--- src/bcats_pkg.sv ---
// ----------------------------------------------------------------------------
// bcats_pkg: shared definitions for the alpha threshold scanner
// Alpha mode codes, register indexes, field widths and the types that travel
// between the scanner's modules.
// ----------------------------------------------------------------------------
package bcats_pkg;

  // Field widths of the block word and the configuration port.
  localparam int ALPHA_BITS_W = 64;
  localparam int CFG_ADDR_W   = 4;
  localparam int CFG_DATA_W   = 8;
  localparam int MODE_W       = 2;
  localparam int THRESH_W     = 8;

  // Block layout: sixteen texels, 4-bit explicit alphas, 3-bit palette indexes.
  localparam int TEXELS       = 16;
  localparam int NIB_W        = 4;
  localparam int IDX_W        = 3;
  localparam int IDX_BASE     = 16;
  localparam int PAL_ENTRIES  = 8;

  // Interpolation divisors of the two palette shapes.
  localparam int DIV_SIX      = 7;
  localparam int DIV_FOUR     = 5;
  localparam int SUM_W        = 11;

  // Alpha mode codes.
  localparam logic [MODE_W-1:0] MODE_NONE     = 2'd0;
  localparam logic [MODE_W-1:0] MODE_EXPLICIT = 2'd1;
  localparam logic [MODE_W-1:0] MODE_INTERP   = 2'd2;
  localparam logic [MODE_W-1:0] MODE_ASSUMED  = 2'd3;

  // Configuration register indexes.
  localparam logic [CFG_ADDR_W-1:0] CFG_IDX_MODE      = 4'd0;
  localparam logic [CFG_ADDR_W-1:0] CFG_IDX_THRESHOLD = 4'd1;

  // Register values after reset.
  localparam logic [MODE_W-1:0]   MODE_RESET   = MODE_NONE;
  localparam logic [THRESH_W-1:0] THRESH_RESET = 8'd128;

  // Live configuration as seen by the evaluation logic.
  typedef struct packed {
    logic [MODE_W-1:0]   alpha_mode;
    logic [THRESH_W-1:0] threshold;
  } cfg_t;

endpackage

--- src/bcats_in_if.sv ---
// ----------------------------------------------------------------------------
// bcats_in_if: block input channel
// Valid/ready channel carrying the alpha half of one compressed block per word.
// ----------------------------------------------------------------------------
interface bcats_in_if;
  import bcats_pkg::*;

  logic                    valid;
  logic                    ready;
  logic [ALPHA_BITS_W-1:0] alpha_bits;
  logic                    last_block;

  modport source (output valid, output alpha_bits, output last_block, input ready);
  modport sink   (input valid, input alpha_bits, input last_block, output ready);
endinterface

--- src/bcats_out_if.sv ---
// ----------------------------------------------------------------------------
// bcats_out_if: result channel
// Valid/ready channel carrying the per-block and per-image threshold flags.
// ----------------------------------------------------------------------------
interface bcats_out_if;
  logic valid;
  logic ready;
  logic block_below;
  logic image_below;
  logic image_done;

  modport source (output valid, output block_below, output image_below,
                  output image_done, input ready);
  modport sink   (input valid, input block_below, input image_below,
                  input image_done, output ready);
endinterface

--- src/bcats_cfg_if.sv ---
// ----------------------------------------------------------------------------
// bcats_cfg_if: configuration write channel
// Valid/ready channel carrying a register index and its write data.
// ----------------------------------------------------------------------------
interface bcats_cfg_if;
  import bcats_pkg::*;

  logic                  valid;
  logic                  ready;
  logic [CFG_ADDR_W-1:0] addr;
  logic [CFG_DATA_W-1:0] data;

  modport source (output valid, output addr, output data, input ready);
  modport sink   (input valid, input addr, input data, output ready);
endinterface

--- src/bc_alpha_threshold_scan.sv ---
// Path: a block word accepted on the input is held in the input register,
// is evaluated there and is loaded into the result register, from which its
// result word is taken; a stall on the result side can hold it in between.
// Throughput: one block word per cycle; the input side stalls only while both
// registers hold words and the result word is not taken.
// Reset (rst_n low, synchronous): both stages empty, sticky image flag clear,
// alpha_mode none, threshold 128.
// ----------------------------------------------------------------------------
// bc_alpha_threshold_scan: BC2/BC3 alpha cut-out scanner
// Checks every texel alpha of each compressed block against a threshold and
// keeps a sticky per-image flag that clears after the last block.
// ----------------------------------------------------------------------------
module bc_alpha_threshold_scan (
  input  logic          clk,
  input  logic          rst_n,
  bcats_cfg_if.sink     cfg_if,
  bcats_in_if.sink      in_if,
  bcats_out_if.source   out_if
);
  import bcats_pkg::*;

  logic [MODE_W-1:0]       mode_r;
  logic [THRESH_W-1:0]     thresh_r;
  cfg_t                    cfg;

  logic                    s1_valid_r;
  logic [ALPHA_BITS_W-1:0] s1_bits_r;
  logic                    s1_last_r;

  logic                    out_valid_r;
  logic                    out_block_r;
  logic                    out_image_r;
  logic                    out_done_r;

  logic                    seen_r;
  logic                    seen_nxt;
  logic                    image_nxt;
  logic                    block_below;
  logic                    advance;

  // Configuration registers; writes outside the register list are dropped.
  assign cfg_if.ready = 1'b1;

  always_ff @(posedge clk) begin
    if (!rst_n) begin
      mode_r   <= MODE_RESET;
      thresh_r <= THRESH_RESET;
    end else if (cfg_if.valid) begin
      case (cfg_if.addr)
        CFG_IDX_MODE:      mode_r   <= cfg_if.data[MODE_W-1:0];
        CFG_IDX_THRESHOLD: thresh_r <= cfg_if.data[THRESH_W-1:0];
        default:           ;
      endcase
    end
  end

  assign cfg.alpha_mode = mode_r;
  assign cfg.threshold  = thresh_r;

  // Handshake: the input register moves on whenever the result register is
  // free or being drained this cycle.
  assign advance     = !out_valid_r || out_if.ready;
  assign in_if.ready = !s1_valid_r || advance;

  // Input register.
  always_ff @(posedge clk) begin
    if (!rst_n) begin
      s1_valid_r <= 1'b0;
    end else if (in_if.ready) begin
      s1_valid_r <= in_if.valid;
    end
  end

  always_ff @(posedge clk) begin
    if (in_if.ready && in_if.valid) begin
      s1_bits_r <= in_if.alpha_bits;
      s1_last_r <= in_if.last_block;
    end
  end

  // Block evaluation between the two registers.
  bcats_block_eval u_block_eval (
    .cfg         (cfg),
    .alpha_bits  (s1_bits_r),
    .block_below (block_below)
  );

  // Sticky image flag; it restarts once the last block has been handed on.
  assign image_nxt = seen_r | block_below;
  assign seen_nxt  = s1_last_r ? 1'b0 : image_nxt;

  always_ff @(posedge clk) begin
    if (!rst_n) begin
      seen_r      <= 1'b0;
      out_valid_r <= 1'b0;
    end else if (advance) begin
      out_valid_r <= s1_valid_r;
      if (s1_valid_r) begin
        seen_r <= seen_nxt;
      end
    end
  end

  // Result register.
  always_ff @(posedge clk) begin
    if (advance && s1_valid_r) begin
      out_block_r <= block_below;
      out_image_r <= image_nxt;
      out_done_r  <= s1_last_r;
    end
  end

  assign out_if.valid       = out_valid_r;
  assign out_if.block_below = out_block_r;
  assign out_if.image_below = out_image_r;
  assign out_if.image_done  = out_done_r;

  // A block below threshold always marks its image.
  a_block_marks_image: assert property (@(posedge clk) disable iff (!rst_n)
    out_valid_r && out_block_r |-> out_image_r)
    else $error("block flag set without image flag");

  // Handing on the last block of an image clears the sticky flag.
  a_last_clears_seen: assert property (@(posedge clk) disable iff (!rst_n)
    advance && s1_valid_r && s1_last_r |=> !seen_r)
    else $error("sticky flag survived the last block");

  // The input side stalls only when both stages are occupied.
  a_stall_only_full: assert property (@(posedge clk) disable iff (!rst_n)
    !in_if.ready |-> s1_valid_r && out_valid_r && !out_if.ready)
    else $error("input stalled with room in the pipeline");

endmodule

--- src/bcats_interp_hit.sv ---
// ----------------------------------------------------------------------------
// bcats_interp_hit: interpolated palette threshold mask
// Flags which of the eight palette entries built from two endpoints lie below
// the threshold. Each interpolated entry is floor(sum / d), and
// floor(sum / d) < thr holds exactly when sum < d * thr, so no divider is built.
// ----------------------------------------------------------------------------
module bcats_interp_hit (
  input  logic [7:0]                     a0,
  input  logic [7:0]                     a1,
  input  logic [bcats_pkg::THRESH_W-1:0] threshold,
  output logic [bcats_pkg::PAL_ENTRIES-1:0] pal_hit
);
  import bcats_pkg::*;

  logic [SUM_W-1:0]       thr_six;
  logic [SUM_W-1:0]       thr_four;
  logic [SUM_W-1:0]       sum_six  [6];
  logic [SUM_W-1:0]       sum_four [4];
  logic [PAL_ENTRIES-1:0] hit_six;
  logic [PAL_ENTRIES-1:0] hit_four;

  // Scaled thresholds for the two divisors.
  assign thr_six  = SUM_W'(DIV_SIX)  * {3'b000, threshold};
  assign thr_four = SUM_W'(DIV_FOUR) * {3'b000, threshold};

  // Weighted endpoint sums; the weights are constants per entry.
  always_comb begin
    for (int i = 0; i < 6; i++) begin
      sum_six[i] = SUM_W'(6 - i) * {3'b000, a0} + SUM_W'(1 + i) * {3'b000, a1};
    end
    for (int i = 0; i < 4; i++) begin
      sum_four[i] = SUM_W'(4 - i) * {3'b000, a0} + SUM_W'(1 + i) * {3'b000, a1};
    end
  end

  // Six interpolated entries when a0 is above a1.
  always_comb begin
    hit_six[0] = a0 < threshold;
    hit_six[1] = a1 < threshold;
    for (int i = 0; i < 6; i++) begin
      hit_six[2 + i] = sum_six[i] < thr_six;
    end
  end

  // Four interpolated entries plus fixed black and white otherwise.
  // White (255) can never be below an 8-bit threshold.
  always_comb begin
    hit_four[0] = a0 < threshold;
    hit_four[1] = a1 < threshold;
    for (int i = 0; i < 4; i++) begin
      hit_four[2 + i] = sum_four[i] < thr_four;
    end
    hit_four[6] = threshold != '0;
    hit_four[7] = 1'b0;
  end

  assign pal_hit = (a0 > a1) ? hit_six : hit_four;

endmodule

--- src/bcats_block_eval.sv ---
// ----------------------------------------------------------------------------
// bcats_block_eval: per-block alpha evaluation
// Decides whether any texel of one block has an alpha below the threshold,
// for the explicit and interpolated encodings and the two fixed modes.
// ----------------------------------------------------------------------------
module bcats_block_eval (
  input  bcats_pkg::cfg_t                  cfg,
  input  logic [bcats_pkg::ALPHA_BITS_W-1:0] alpha_bits,
  output logic                             block_below
);
  import bcats_pkg::*;

  logic [PAL_ENTRIES-1:0] pal_hit;
  logic                   explicit_hit;
  logic                   interp_hit;

  // Palette mask from the two endpoint bytes.
  bcats_interp_hit u_interp_hit (
    .a0        (alpha_bits[7:0]),
    .a1        (alpha_bits[15:8]),
    .threshold (cfg.threshold),
    .pal_hit   (pal_hit)
  );

  // Explicit alphas: n * 17 is the nibble repeated into a byte.
  always_comb begin
    logic [NIB_W-1:0] nib;
    explicit_hit = 1'b0;
    for (int t = 0; t < TEXELS; t++) begin
      nib = alpha_bits[NIB_W*t +: NIB_W];
      explicit_hit = explicit_hit | ({nib, nib} < cfg.threshold);
    end
  end

  // Interpolated alphas: each texel index picks a bit of the palette mask.
  always_comb begin
    logic [IDX_W-1:0] sel;
    interp_hit = 1'b0;
    for (int t = 0; t < TEXELS; t++) begin
      sel = alpha_bits[IDX_BASE + IDX_W*t +: IDX_W];
      interp_hit = interp_hit | pal_hit[sel];
    end
  end

  // Mode select.
  always_comb begin
    case (cfg.alpha_mode)
      MODE_EXPLICIT: block_below = explicit_hit;
      MODE_INTERP:   block_below = interp_hit;
      MODE_ASSUMED:  block_below = 1'b1;
      default:       block_below = 1'b0;
    endcase
  end

endmodule

--- src/flat_wrapper.sv ---
// flat-port wrapper written by rule: the top's interface ports become plain ports
module bc_alpha_threshold_scan_flat import bcats_pkg::*;
  (clk, rst_n, cfg_if_valid, cfg_if_addr, cfg_if_data, cfg_if_ready, in_if_valid, in_if_alpha_bits, in_if_last_block, in_if_ready, out_if_valid, out_if_block_below, out_if_image_below, out_if_image_done, out_if_ready);
  bcats_cfg_if cfg_if_i ();
  bcats_in_if in_if_i ();
  bcats_out_if out_if_i ();
  input  logic clk;
  input  logic rst_n;
  input wire logic [$bits(cfg_if_i.valid)-1:0] cfg_if_valid;
  input wire logic [$bits(cfg_if_i.addr)-1:0] cfg_if_addr;
  input wire logic [$bits(cfg_if_i.data)-1:0] cfg_if_data;
  output wire logic [$bits(cfg_if_i.ready)-1:0] cfg_if_ready;
  input wire logic [$bits(in_if_i.valid)-1:0] in_if_valid;
  input wire logic [$bits(in_if_i.alpha_bits)-1:0] in_if_alpha_bits;
  input wire logic [$bits(in_if_i.last_block)-1:0] in_if_last_block;
  output wire logic [$bits(in_if_i.ready)-1:0] in_if_ready;
  output wire logic [$bits(out_if_i.valid)-1:0] out_if_valid;
  output wire logic [$bits(out_if_i.block_below)-1:0] out_if_block_below;
  output wire logic [$bits(out_if_i.image_below)-1:0] out_if_image_below;
  output wire logic [$bits(out_if_i.image_done)-1:0] out_if_image_done;
  input wire logic [$bits(out_if_i.ready)-1:0] out_if_ready;
  assign cfg_if_i.valid = cfg_if_valid;
  assign cfg_if_i.addr = cfg_if_addr;
  assign cfg_if_i.data = cfg_if_data;
  assign cfg_if_ready = cfg_if_i.ready;
  assign in_if_i.valid = in_if_valid;
  assign in_if_i.alpha_bits = in_if_alpha_bits;
  assign in_if_i.last_block = in_if_last_block;
  assign in_if_ready = in_if_i.ready;
  assign out_if_valid = out_if_i.valid;
  assign out_if_block_below = out_if_i.block_below;
  assign out_if_image_below = out_if_i.image_below;
  assign out_if_image_done = out_if_i.image_done;
  assign out_if_i.ready = out_if_ready;
  bc_alpha_threshold_scan u_core (.clk(clk), .rst_n(rst_n), .cfg_if(cfg_if_i), .in_if(in_if_i), .out_if(out_if_i));
endmodule
--- config.mk ---
export PLATFORM = sky130hd
export DESIGN_NAME = bc_alpha_threshold_scan_flat
export DESIGN_NICKNAME = d
export VERILOG_FILES = /design/src/bcats_pkg.sv /design/src/bcats_in_if.sv /design/src/bcats_out_if.sv /design/src/bcats_cfg_if.sv /design/src/bc_alpha_threshold_scan.sv /design/src/bcats_interp_hit.sv /design/src/bcats_block_eval.sv /design/src/flat_wrapper.sv
export SDC_FILE = /design/constraint.sdc
export NUM_CORES = 1
export LEC_CHECK = 0
export BUFFER_PORTS_ARGS = -buffer_cell sky130_fd_sc_hd__buf_2
export CAP_MARGIN = 10
export CORE_ASPECT_RATIO = 1.4
export CORE_MARGIN = 4
export CORE_UTILIZATION = 25
export CTS_BUF_LIST = sky130_fd_sc_hd__clkbuf_8
export CTS_CLUSTER_DIAMETER = 50
export DETAILED_ROUTE_END_ITERATION = 7
export GPL_TIMING_DRIVEN = 1
export HOLD_SLACK_MARGIN = 0.02
export SLEW_MARGIN = 5
export SYNTH_ARGS = -nofsm -noshare
export SYNTH_HDL_FRONTEND = slang
export SYNTH_SLANG_ARGS = --single-unit
--- constraint.sdc ---
create_clock -name clk -period 5.1 [get_ports clk]
set_input_delay 0.765 -clock clk [delete_from_list [all_inputs] [get_ports clk]]
set_output_delay 0.765 -clock clk [all_outputs]
set_load 0.02 [all_outputs]
# [Word level (Yosys, flattened, before mapping)]
# Cells that the tools add are included.
[classes] add_sub_neg=10 multipliers=8 order_cmp=45 n_eq_ne=4 muxes=35 bitwise=31 n_reduce_logical=11
[ops] operator="less-than comparator 8 bit" count=18
[ops] operator="less-than comparator 11 bit" count=10
[ops] operator="less-than comparator 3 x 4 -> 1 bit, second input constant" count=16
[ops] operator="binary-select mux 1 bit (select 3 bit)" count=16
[ops] operator="multiplier 3 x 8 -> 11 bit, first input constant" count=4
[ops] operator="multiplier 2 x 8 -> 10 bit, first input constant" count=4
[ops] operator="OR 1 bit" count=31
[ops] operator="adder 10 x 10 -> 11 bit" count=2
[ops] operator="two-way mux 1 bit" count=17
[ops] operator="adder 10 x 8 -> 11 bit" count=1
[ops] operator="adder 10 x 9 -> 11 bit" count=1
[ops] operator="adder 11 x 8 -> 11 bit" count=1
[ops] operator="adder 11 x 9 -> 11 bit" count=1
[ops] operator="adder 8 x 10 -> 11 bit" count=1
[ops] operator="adder 8 x 11 -> 11 bit" count=1
[ops] operator="adder 9 x 10 -> 11 bit" count=1
[ops] operator="adder 9 x 11 -> 11 bit" count=1
[ops] operator="greater-than comparator 8 bit" count=1
[ops] operator="two-way mux 8 bit" count=1
[ops] operator="nonzero test 8 bit" count=1
[ops] operator="AND reduction 2 bit" count=3
[ops] operator="== test 2 bit, second input constant" count=2
[ops] operator="== test 4 x 1 -> 1 bit, second input constant" count=1
[ops] operator="logical NOT 4 bit" count=1
[ops] operator="5 further kinds" count=8
[totals] reg_bits=81 inputBits=82 out_inout_bits=6 word_cells=154

# [Longest topological paths before layout]
# Gate-level depths: netlist (run 1).
[logic_depth] depth_word=24 mapped_depth=26 ltp_nobuf=26

# [Cells and area by module]
# Synthesis (run 1) repeated with hierarchy kept, for this count alone.
[unflattened] hier_cells=1392 area_unflattened_um2=13548.0
[modules_own_cells] module="bcats_interp_hit" n_inst=1 cells_each=915 area_per_inst_um2=7569.8 seq_area_each_um2=0.0
[modules_own_cells] module="bcats_block_eval" n_inst=1 cells_each=349 area_per_inst_um2=3380.7 seq_area_each_um2=0.0
[modules_own_cells] module="bc_alpha_threshold_scan" n_inst=1 cells_each=128 area_per_inst_um2=2597.5 seq_area_each_um2=2302.2

# [Worst setup path after synthesis (run 1)]
# Ideal clock, no wire load.
[synth_timing] path_type="reg-to-reg" from="register u_core.s1_bits_r[1]" to="register u_core.out_image_r, in the netlist u_core.out_if.image_below (data pin)" setup_time_ns=0.265 arrival_time_ns=5.206 t_required_ns=4.835 setup_slack_ns=-0.371 path_stages_with_launch=25 n_path_buf=0 period_less_slack_ns=5.471 path_cell_list="edfxtp_1 -> ha_1 -> inv_1 -> fa_1 -> xnor2_1 -> ha_1 -> a21oi_1 -> o21ai_0 -> a21oi_1 -> o21bai_1 -> a21oi_1 -> inv_1 -> a21oi_1 -> nor2_1 -> ha_1 -> nand4_1 -> a211oi_1 -> nor3_1 -> mux2_4 -> a2111oi_4 -> nand4_1 -> a2111oi_2 -> nand4_1 -> o21a_1 -> or3_1"
[synth_via] elab_chain_len=23 elab_cells_between_ends=91 classes_between="add/sub: 10; mul: 3; order compare: 13; mux: 34; bitwise: 31"
[synth_rtl] item="start: declaration" line_no="bc_alpha_threshold_scan.sv:27" source="logic [ALPHA_BITS_W-1:0] s1_bits_r;"
[synth_rtl] item="start signal: assignment" line_no="bc_alpha_threshold_scan.sv:76" source="s1_bits_r <= in_if.alpha_bits;"
[synth_rtl] item="multiplier 2 x 8 -> 10 bit / multiplier 3 x 8 -> 11 bit (equally long branches)" line_no="bcats_interp_hit.sv:29, bcats_interp_hit.sv:32"
[synth_rtl] item="adder 11 x 8 -> 11 bit (tied with other cells)" line_no="bcats_interp_hit.sv:29" source="sum_six[i] = SUM_W'(6 - i) * {3'b000, a0} + SUM_W'(1 + i) * {3'b000, a1};"
[synth_rtl] item="less-than comparator 11 bit, on equally long branches" line_no="bcats_interp_hit.sv:41, bcats_interp_hit.sv:51"
[synth_rtl] item="two-way mux 8 bit" line_no="bcats_interp_hit.sv:57" source="assign pal_hit = (a0 > a1) ? hit_six : hit_four;"
[synth_rtl] item="binary-select mux 1 bit (select 3 bit)" line_no="bcats_block_eval.sv:41" source="interp_hit = interp_hit | pal_hit[sel];"
[synth_rtl] item="two-way mux 1 bit (not written as such)" line_no="bcats_block_eval.sv:41"
[synth_rtl] item="OR 1 bit (15 in series)" line_no="bcats_block_eval.sv:41"
[synth_rtl] item="case mux 1 bit (3 select lines) *" line_no="bcats_block_eval.sv:47" source="case (cfg.alpha_mode)"
[synth_rtl] item="OR 1 bit *" line_no="bc_alpha_threshold_scan.sv:89" source="assign image_nxt = seen_r | block_below;"
[synth_rtl] item="named net u_core.image_nxt" line_no="bc_alpha_threshold_scan.sv:37" source="logic image_nxt;"
[synth_rtl] item="end signal: assignment" line_no="bc_alpha_threshold_scan.sv:108" source="out_image_r <= image_nxt;"
[synth_rtl] item="end: declaration" line_no="bc_alpha_threshold_scan.sv:32" source="logic out_image_r;"
# Mark *: on every way through the listed nets, which the timed path passes. The rest lies on a longest branch. The select of a mux whose other input is x is not followed.
# A chain may end at the register's enable or synchronous reset.

# [Worst setup path after layout (run 1)]
[layout_timing] from="register u_core.s1_bits_r[0]" to="register u_core.out_image_r, in the netlist u_core.out_if.image_below (data pin)"
# The elaborated chain is that of the path after synthesis.

==> impl_metrics.py, run 1 <==
metrics = {
    "place": {
        "placed_area_um2": 16460,
        "gp_congestion": 0.9754,
        "portBuffers": 86,
        "place_hpwl_um": 41780,
    },
    "sta": {
        "setup_ws_ps": -493.0,
        "worst_pin_slew_ps": 1007,
        "finClkSkew_ps": 23.68,
        "rsz0062_at_grt": "true",
        "hold_violations": 0,
        "relSlewSlack": 0.3228,
        "setup_violations": 3,
        "fmax_ghz": 0.1788,
        "slew_violations": 0,
        "period_minus_slack_ps": 5593,
        "fin_crit_sh": 1.097,
    },
    "logic_synthesis": {
        "yosysTopAreaCellShare": 0.3306,
        "synth_top_area_cell": "ha_1",
        "synth_nets": 1951,
        "synth-edff-count": 68,
        "ys_async_sr_fraction": 0,
        "syn_area_um2": 13360,
        "ys_ff_latch": 81,
        "synth_cell_types": 79,
        "synth_area_leaders": "ha_1 33%, edfxtp_1 15%, a21oi_1 5.2%",
        "synth_warnings": 0,
        "syn_area_per_cell_um2": 9.008,
        "yosys_most_used_dff": "edfxtp_1",
        "ys_seq_area_frac": 0.1723,
        "syn_inst": 1483,
    },
    "global_routing": {
        "gr-usage-met1": 0.1642,
        "use_met3": 0.01749,
        "first_global_vias": 13490,
        "grt_overflow": 0,
        "grt_pass1_wl_um": 76690,
        "antenna_found_initial": 0,
        "grtUsageTotal": 0.1750,
        "use_met2": 0.3411,
        "grt_max_degree": 45,
        "gr-max-usage-layer": "met2",
    },
    "worst_setup_path": {
        "crit_type": "flop to flop",
        "endpoint_kind": "flop",
        "r2r_slack_ps": -490,
        "cp.required_ps": 5280,
        "r2r_cells": 24,
        "worstPathArrival_ps": 5770,
        "r2r_end": "u_core.out_if.image_below",
        "startpoint": "u_core.s1_bits_r[0]",
        "r2r-start": "u_core.s1_bits_r[0]",
        "crit_fanout": 8,
        "crit_path_start_kind": "flop",
    },
    "pwr": {
        "peakVddDrop_mv": 0.1863,
        "p_total_mw": 4.150,
        "p_int_mw": 2.369,
        "seq_power_share": 0.205,
        "p_leak_nw": 8.166,
        "switching_power_mw": 1.780,
        "swShare": 0.4291,
        "share_comb_of_total_power": 0.678,
        "clock_power_share": 0.117,
        "power.density_nw_per_um2": 236.0,
    },
    "detailed_routing": {
        "vias": 12900,
        "drtIter0Drc": 578,
        "postRouteAntennaNets": 0,
        "drc_errors": 0,
        "vias_per_cell": 5.055,
        "firstDrtPassIters": 5,
        "wl_per_cell_um": 20.08,
        "finalWirelength_um": 51220,
    },
    "clock_network": {
        "cts_tree": "done",
        "hold_buffers": 0,
        "htreeDepth": 3,
        "clkTransAtPathRegs_ps": 110,
        "root_buffer": "clkbuf_8",
        "clock-sinks": 81,
        "cts_buffers": 9,
        "clk_latency_ps": 420,
        "clockBufferDepth": 2,
    },
    "status": {
        "status": "complete, but fails checks",
        "violations": "negative setup slack",
    },
    "floorplan": {
        "io_pins": 88,
        "start_util": 0.2518,
        "die_w_um": 203.4,
        "dieArea_um2": 57250,
        "core_um2": 53050,
        "num_rows": 100,
        "die_h_um": 281.5,
    },
    "worst_hold_path": {
        "worstHoldPathCells": 0,
        "hold_path_end": "u_core.out_if.image_done",
        "min_from": "u_core.s1_last_r",
        "hp-class": "flop to flop",
    },
    "cells_and_area": {
        "syn2layout_area_growth_pct": 31.60,
        "top_register": "u_core.s1_bits_r",
        "layout-drive-gt1-share": 0.2722,
        "layout.nets": 2300,
        "num_antenna_cells": 0,
        "reg.largest.list": "u_core.s1_bits_r x64, u_core.thresh_r x8, u_core.mode_r x2",
        "largest_reg_flops": 64,
        "final_cell_area_um2": 17580,
    },
    "flow_run": {
        "cap_violations": 0,
    },
}
## cell usage in the layout (no fill, tap or decap), types with 6 or more instances in the layout
master / instances
a2111oi_0: 8
a211oi_1: 7
a211oi_2: 6
a21boi_0: 8
a21o_1: 53
a21oi_1: 113
a21oi_2: 25
a31oi_1: 11
and3_1: 10
buf_12: 6
buf_2: 86
buf_4: 254
buf_6: 15
clkbuf_8: 9
dfxtp_1: 13
edfxtp_1: 68
fa_1: 29
ha_1: 336
ha_4: 13
inv_1: 133
inv_2: 11
mux2i_1: 10
nand2_1: 62
nand2b_1: 20
nand3_1: 26
nand3b_1: 13
nand4_1: 28
nor2_1: 63
nor2b_1: 30
nor3_1: 23
nor3b_1: 13
nor4_1: 11
o21a_1: 6
o21ai_0: 68
o21ai_1: 9
o21bai_1: 24
o22ai_1: 13
xnor2_1: 57
xor2_1: 21
## synth_stat cells (all sizes together) (4+ instances only)
cell       n
o21a       6
a21boi     8
a21o      53
nand3     28
nor3      25
a21oi    139
nand4     28
xnor2     65
clkbuf    18
a211oi    13
o21ai     82
nor4      13
nand2     63
o221ai     4
o21bai    26
nand2b    22
inv      145
nand3b    13
o22ai     13
o31ai      4
nor3b     13
nor2      65
a221oi     5
a41oi      5
or3        4
fa        33
a22oi      5
a2111oi   13
xor2      23
ha       353
nor2b     30
dfxtp     13
buf        6
a31oi     13
mux2i     13
and3      10
edfxtp    68
## cell families after synthesis
family / Yosys count / synth area share
adder cells (fa/ha/maj): 386 / 0.3801
multiplexers: 15 / 0.01171
other: 1 / 0.0002807
buffers and inverters: 170 / 0.04908
AO/OA/AOI/OAI: 414 / 0.1982
flip-flops: 81 / 0.1723
XOR/XNOR: 88 / 0.05769
AND/OR/NAND/NOR: 328 / 0.1307
## metal layers
| layer | up-vias | wire length (um) | share of wire |
|---|---|---|---|
| met1 | 6121 | 17320 | 0.34 |
| met2 | 384 | 27360 | 0.53 |
| met3 | 187 | 1611 | 0.031 |
| met5 | - | 0 | 0 |
| met4 | 0 | 4921 | 0.096 |
| li1 | 6203 | - | - |
## final cells by class
type,count,area [um2]
sequential,81,2302
tap,714,893.4
fill,5517,35470
inverter,146,550.5
clock buffer,9,123.9
clock inverter,7,61.31
multi-input combinational,1233,11020
timing repair buffer,361,2626
## worst max-delay path by stage
stage                                     end  slack (ps)  depth (start not counted)
floorplan           u_core.out_if.image_below        -220                         26
global route        u_core.out_if.image_below        -810                         25
CTS                 u_core.out_if.image_below        -440                         26
detailed placement  u_core.out_if.image_below        -690                         26
global placement    u_core.out_if.image_below        -610                         23
finish              u_core.out_if.image_below        -490                         24
## what timing repair did
action / in CTS / in global routing
endpoints found under the hold margin: 0 / 0
endpoints found under the setup margin: 3 / 3
buffers inserted: 29 / 10
resized for setup: 56 / 75
pin swaps: 48 / 69
cloned: 1 / 0
## critical path, stage by stage (launching register included)
cell,delay [ps]
edfxtp_1,430
buf_6,190
ha_2,190
inv_2,50
fa_1,440
buf_4,160
fa_2,390
inv_2,60
a21oi_2,50
o21bai_1,190
a21oi_1,110
o21bai_1,200
xor2_1,120
ha_1,310
nand4_1,170
a211oi_2,310
nor3_4,100
mux2_4,330
buf_6,130
buf_6,100
a22o_1,200
a2111oi_4,270
nand4_1,240
o21a_1,260
or3_1,330
## power groups by stage
stage / combinational [mW] / clock, mW / sequential (mW)
2_1_floorplan: 1.50 / 0 / 0.823
3_3_place_gp: 2.39 / 0 / 0.862
3_5_place_dp: 2.46 / 0 / 0.862
4_1_cts: 2.64 / 0.511 / 0.846
5_1_grt: 3.12 / 0.534 / 0.851
6_report: 2.81 / 0.485 / 0.850
## through the flow
stage / utilization / std cells / worst slack [ps] / hold slack [ps] / setup TNS (ps)
floorplan: - / 1483 / -220.4 / 426.2 / -390.3
global placement: 0.3103 / 2495 / -614.7 / 441.3 / -1434
detailed placement: 0.3103 / 2495 / -687.3 / 457.6 / -1607
CTS: 0.3233 / 2541 / -440.6 / 478.3 / -1042
global route: 0.3314 / 2551 / -811.7 / 484.5 / -1920
finish: 0.3314 / 2551 / -493.0 / 481.7 / -948.9
Power figures use the tool's default switching activity.
==> run 2: changes to the inputs <==
--- a/config.mk
+++ b/config.mk
@@ -8,11 +8,11 @@
 export BUFFER_PORTS_ARGS = -buffer_cell sky130_fd_sc_hd__buf_2
 export CAP_MARGIN = 10
 export CORE_ASPECT_RATIO = 1.4
-export CORE_MARGIN = 4
 export CORE_UTILIZATION = 25
 export CTS_BUF_LIST = sky130_fd_sc_hd__clkbuf_8
 export CTS_CLUSTER_DIAMETER = 50
 export DETAILED_ROUTE_END_ITERATION = 7
+export GPL_ROUTABILITY_DRIVEN = 0
 export GPL_TIMING_DRIVEN = 1
 export HOLD_SLACK_MARGIN = 0.02
 export SLEW_MARGIN = 5
==> constraint.sdc (replaced) <==
create_clock -name clk -period 6.9 [get_ports clk]
set_input_delay 1.035 -clock clk [delete_from_list [all_inputs] [get_ports clk]]
set_output_delay 1.035 -clock clk [all_outputs]
set_load 0.02 [all_outputs]
==> run 2 against run 1 <==
Net effect:
- the flow now finishes without violations
- sequential power fell by 26%
- sequential share of layout area rose by 2.2 points
- design area fell by 15%
- wire length fell by 12%
- register-to-register slack improved by 1000 ps
- clock skew rose by 12 ps
- cell count fell by 10%
- critical path depth rose by 2
- first-iteration DRC count rose by 31%
- worst hold slack got worse by 19 ps
- largest cell class unchanged
- largest power group unchanged
- highest routed layer unchanged
==> impl_metrics.py, run 2 (synthesized netlist as in run 1, its figures left out) <==
metrics = {
    "global_routing": {
        "grt_max_degree": 66,
        "grt_pass1_wl_um": 68320,
        "antenna_found_initial": 1,
        "grt_overflow": 0,
        "first_global_vias": 12310,
        "grtUsageTotal": 0.1668,
    },
    "sta": {
        "slew_violations": 0,
        "hold_violations": 0,
        "fin_crit_sh": 0.9225,
        "rsz0062_at_grt": "false",
        "relSlewSlack": 0.2532,
        "period_minus_slack_ps": 6365,
        "worst_pin_slew_ps": 1119,
        "setup-tns-final_ps": 0,
        "finClkSkew_ps": 35.73,
        "setup_ws_ps": 534.8,
        "setup_violations": 0,
        "hold_ws_ps": 462.8,
        "fmax_ghz": 0.1571,
    },
    "worst_hold_path": {
        "hold_path_end": "u_core.out_if.image_done",
        "min_from": "u_core.s1_last_r",
        "worstHoldPathCells": 0,
        "hp-class": "flop to flop",
    },
    "detailed_routing": {
        "finalWirelength_um": 44820,
        "firstDrtPassIters": 6,
        "vias_per_cell": 5.179,
        "wl_per_cell_um": 19.51,
        "vias": 11900,
        "drtIter0Drc": 760,
        "postRouteAntennaNets": 0,
        "drc_errors": 0,
    },
    "floorplan": {
        "io_pins": 88,
        "die_h_um": 275.5,
        "die_w_um": 197.4,
        "core_um2": 52400,
        "num_rows": 99,
        "dieArea_um2": 54380,
        "start_util": 0.2550,
    },
    "worst_setup_path": {
        "worstPathArrival_ps": 6530,
        "endpoint_kind": "flop",
        "r2r_slack_ps": 530,
        "r2r_cells": 26,
        "crit_fanout": 7,
        "crit_path_start_kind": "flop",
        "crit_type": "flop to flop",
        "r2r_end": "u_core.out_if.image_below",
        "cp.required_ps": 7060,
        "r2r-start": "u_core.s1_bits_r[9]",
    },
    "clock_network": {
        "cts_tree": "done",
        "clock-sinks": 81,
        "hold_buffers": 0,
        "cts_buffers": 9,
        "root_buffer": "clkbuf_8",
        "clockBufferDepth": 2,
        "clk_latency_ps": 430,
        "clkTransAtPathRegs_ps": 120,
        "htreeDepth": 3,
        "cts_setup_buffers": 0,
        "ctsResizeCount": 0,
    },
    "cells_and_area": {
        "reg.largest.list": "u_core.s1_bits_r x64, u_core.thresh_r x8, u_core.mode_r x2",
        "final_common_cell": "ha_1",
        "layout.nets": 2053,
        "top_register": "u_core.s1_bits_r",
        "num_antenna_cells": 0,
        "syn2layout_area_growth_pct": 12.49,
        "postLayoutCoreUtil": 0.2868,
        "largest_reg_flops": 64,
        "final_cell_mix": "353 x ha_1, 145 x inv_1, 139 x a21oi_1",
        "fill_cells": 5524,
        "layout-drive-gt1-share": 0.09497,
    },
    "place": {
        "portBuffers": 86,
        "place_ws_ps": 602.3,
        "place_hpwl_um": 36200,
    },
    "pwr": {
        "p_leak_nw": 6.903,
        "peakVddDrop_mv": 0.1158,
        "p_total_mw": 2.559,
        "power.density_nw_per_um2": 170.3,
    },
    "flow_run": {
        "cap_violations": 0,
    },
    "status": {
        "status": "finished, final reports clean",
    },
}
-- run 2: where the power goes --
group	internal (mW)	switching (mW)	total, mW
clock	0.240	0.207	0.447
combinational	0.646	0.836	1.48
sequential	0.560	0.0700	0.630
total	1.45	1.11	2.56
-- run 2: critical path, stage by stage, from the launching register on --
cell and delay [ps]:
edfxtp_1 540, ha_1 270, inv_1 80, fa_1 230, inv_1 60, a21oi_1 130, o21bai_1 110, a21o_1 190
a21o_1 190, xnor2_1 580, ha_1 380, a21o_1 170, a31oi_1 230, nor2b_1 70, o21ai_0 150, nand2b_1 70
ha_1 310, nand4_1 130, a211oi_1 240, or3_1 200, mux2i_1 200, a41oi_1 280, nand4_1 140, a2111oi_2 290
nand4_1 250, o21a_1 250, or3_1 350
-- run 2: worst max path at each step --
stage | start | endpoint | slack [ps]
after floorplan | u_core.s1_bits_r[1] | u_core.out_if.image_below | 1430
final | u_core.s1_bits_r[9] | u_core.out_if.image_below | 530
after CTS | u_core.s1_bits_r[9] | u_core.out_if.image_below | 570
after detailed placement | u_core.s1_bits_r[9] | u_core.out_if.image_below | 600
after global routing | u_core.s1_bits_r[9] | u_core.out_if.image_below | 90
after global placement | u_core.s1_bits_r[9] | u_core.out_if.image_below | 810
-- run 2: final cells by class --
cell class / instances / area [um2] / area share
Tap cell: 707 / 884.6 / 0.05886
Clock inverter: 7 / 118.9 / 0.007909
Timing Repair Buffer: 115 / 648.1 / 0.04313
Inverter: 146 / 548.0 / 0.03647
Sequential cell: 81 / 2302 / 0.1532
Multi-Input combinational cell: 1232 / 10400 / 0.6922
Clock buffer: 9 / 123.9 / 0.008242
-- run 2: layer usage --
layer / global-route usage / routed length, um / vias to the layer above
met1: 0.1591 / 15800 / 5554
met3: 0.01821 / 1779 / 195
li1: - / - / 5702
met4: 0.1591 / 4476 / 0
met2: 0.3101 / 22770 / 446
met5: 0 / 0 / -
-- run 2: through the flow --
step / instance area (um2) / cells
6_report: 15030 / 2297
2_1_floorplan: 13360 / 1483
3_3_place_gp: 14790 / 2281
3_5_place_dp: 14790 / 2281
4_1_cts: 15030 / 2297
5_1_grt: 15030 / 2297
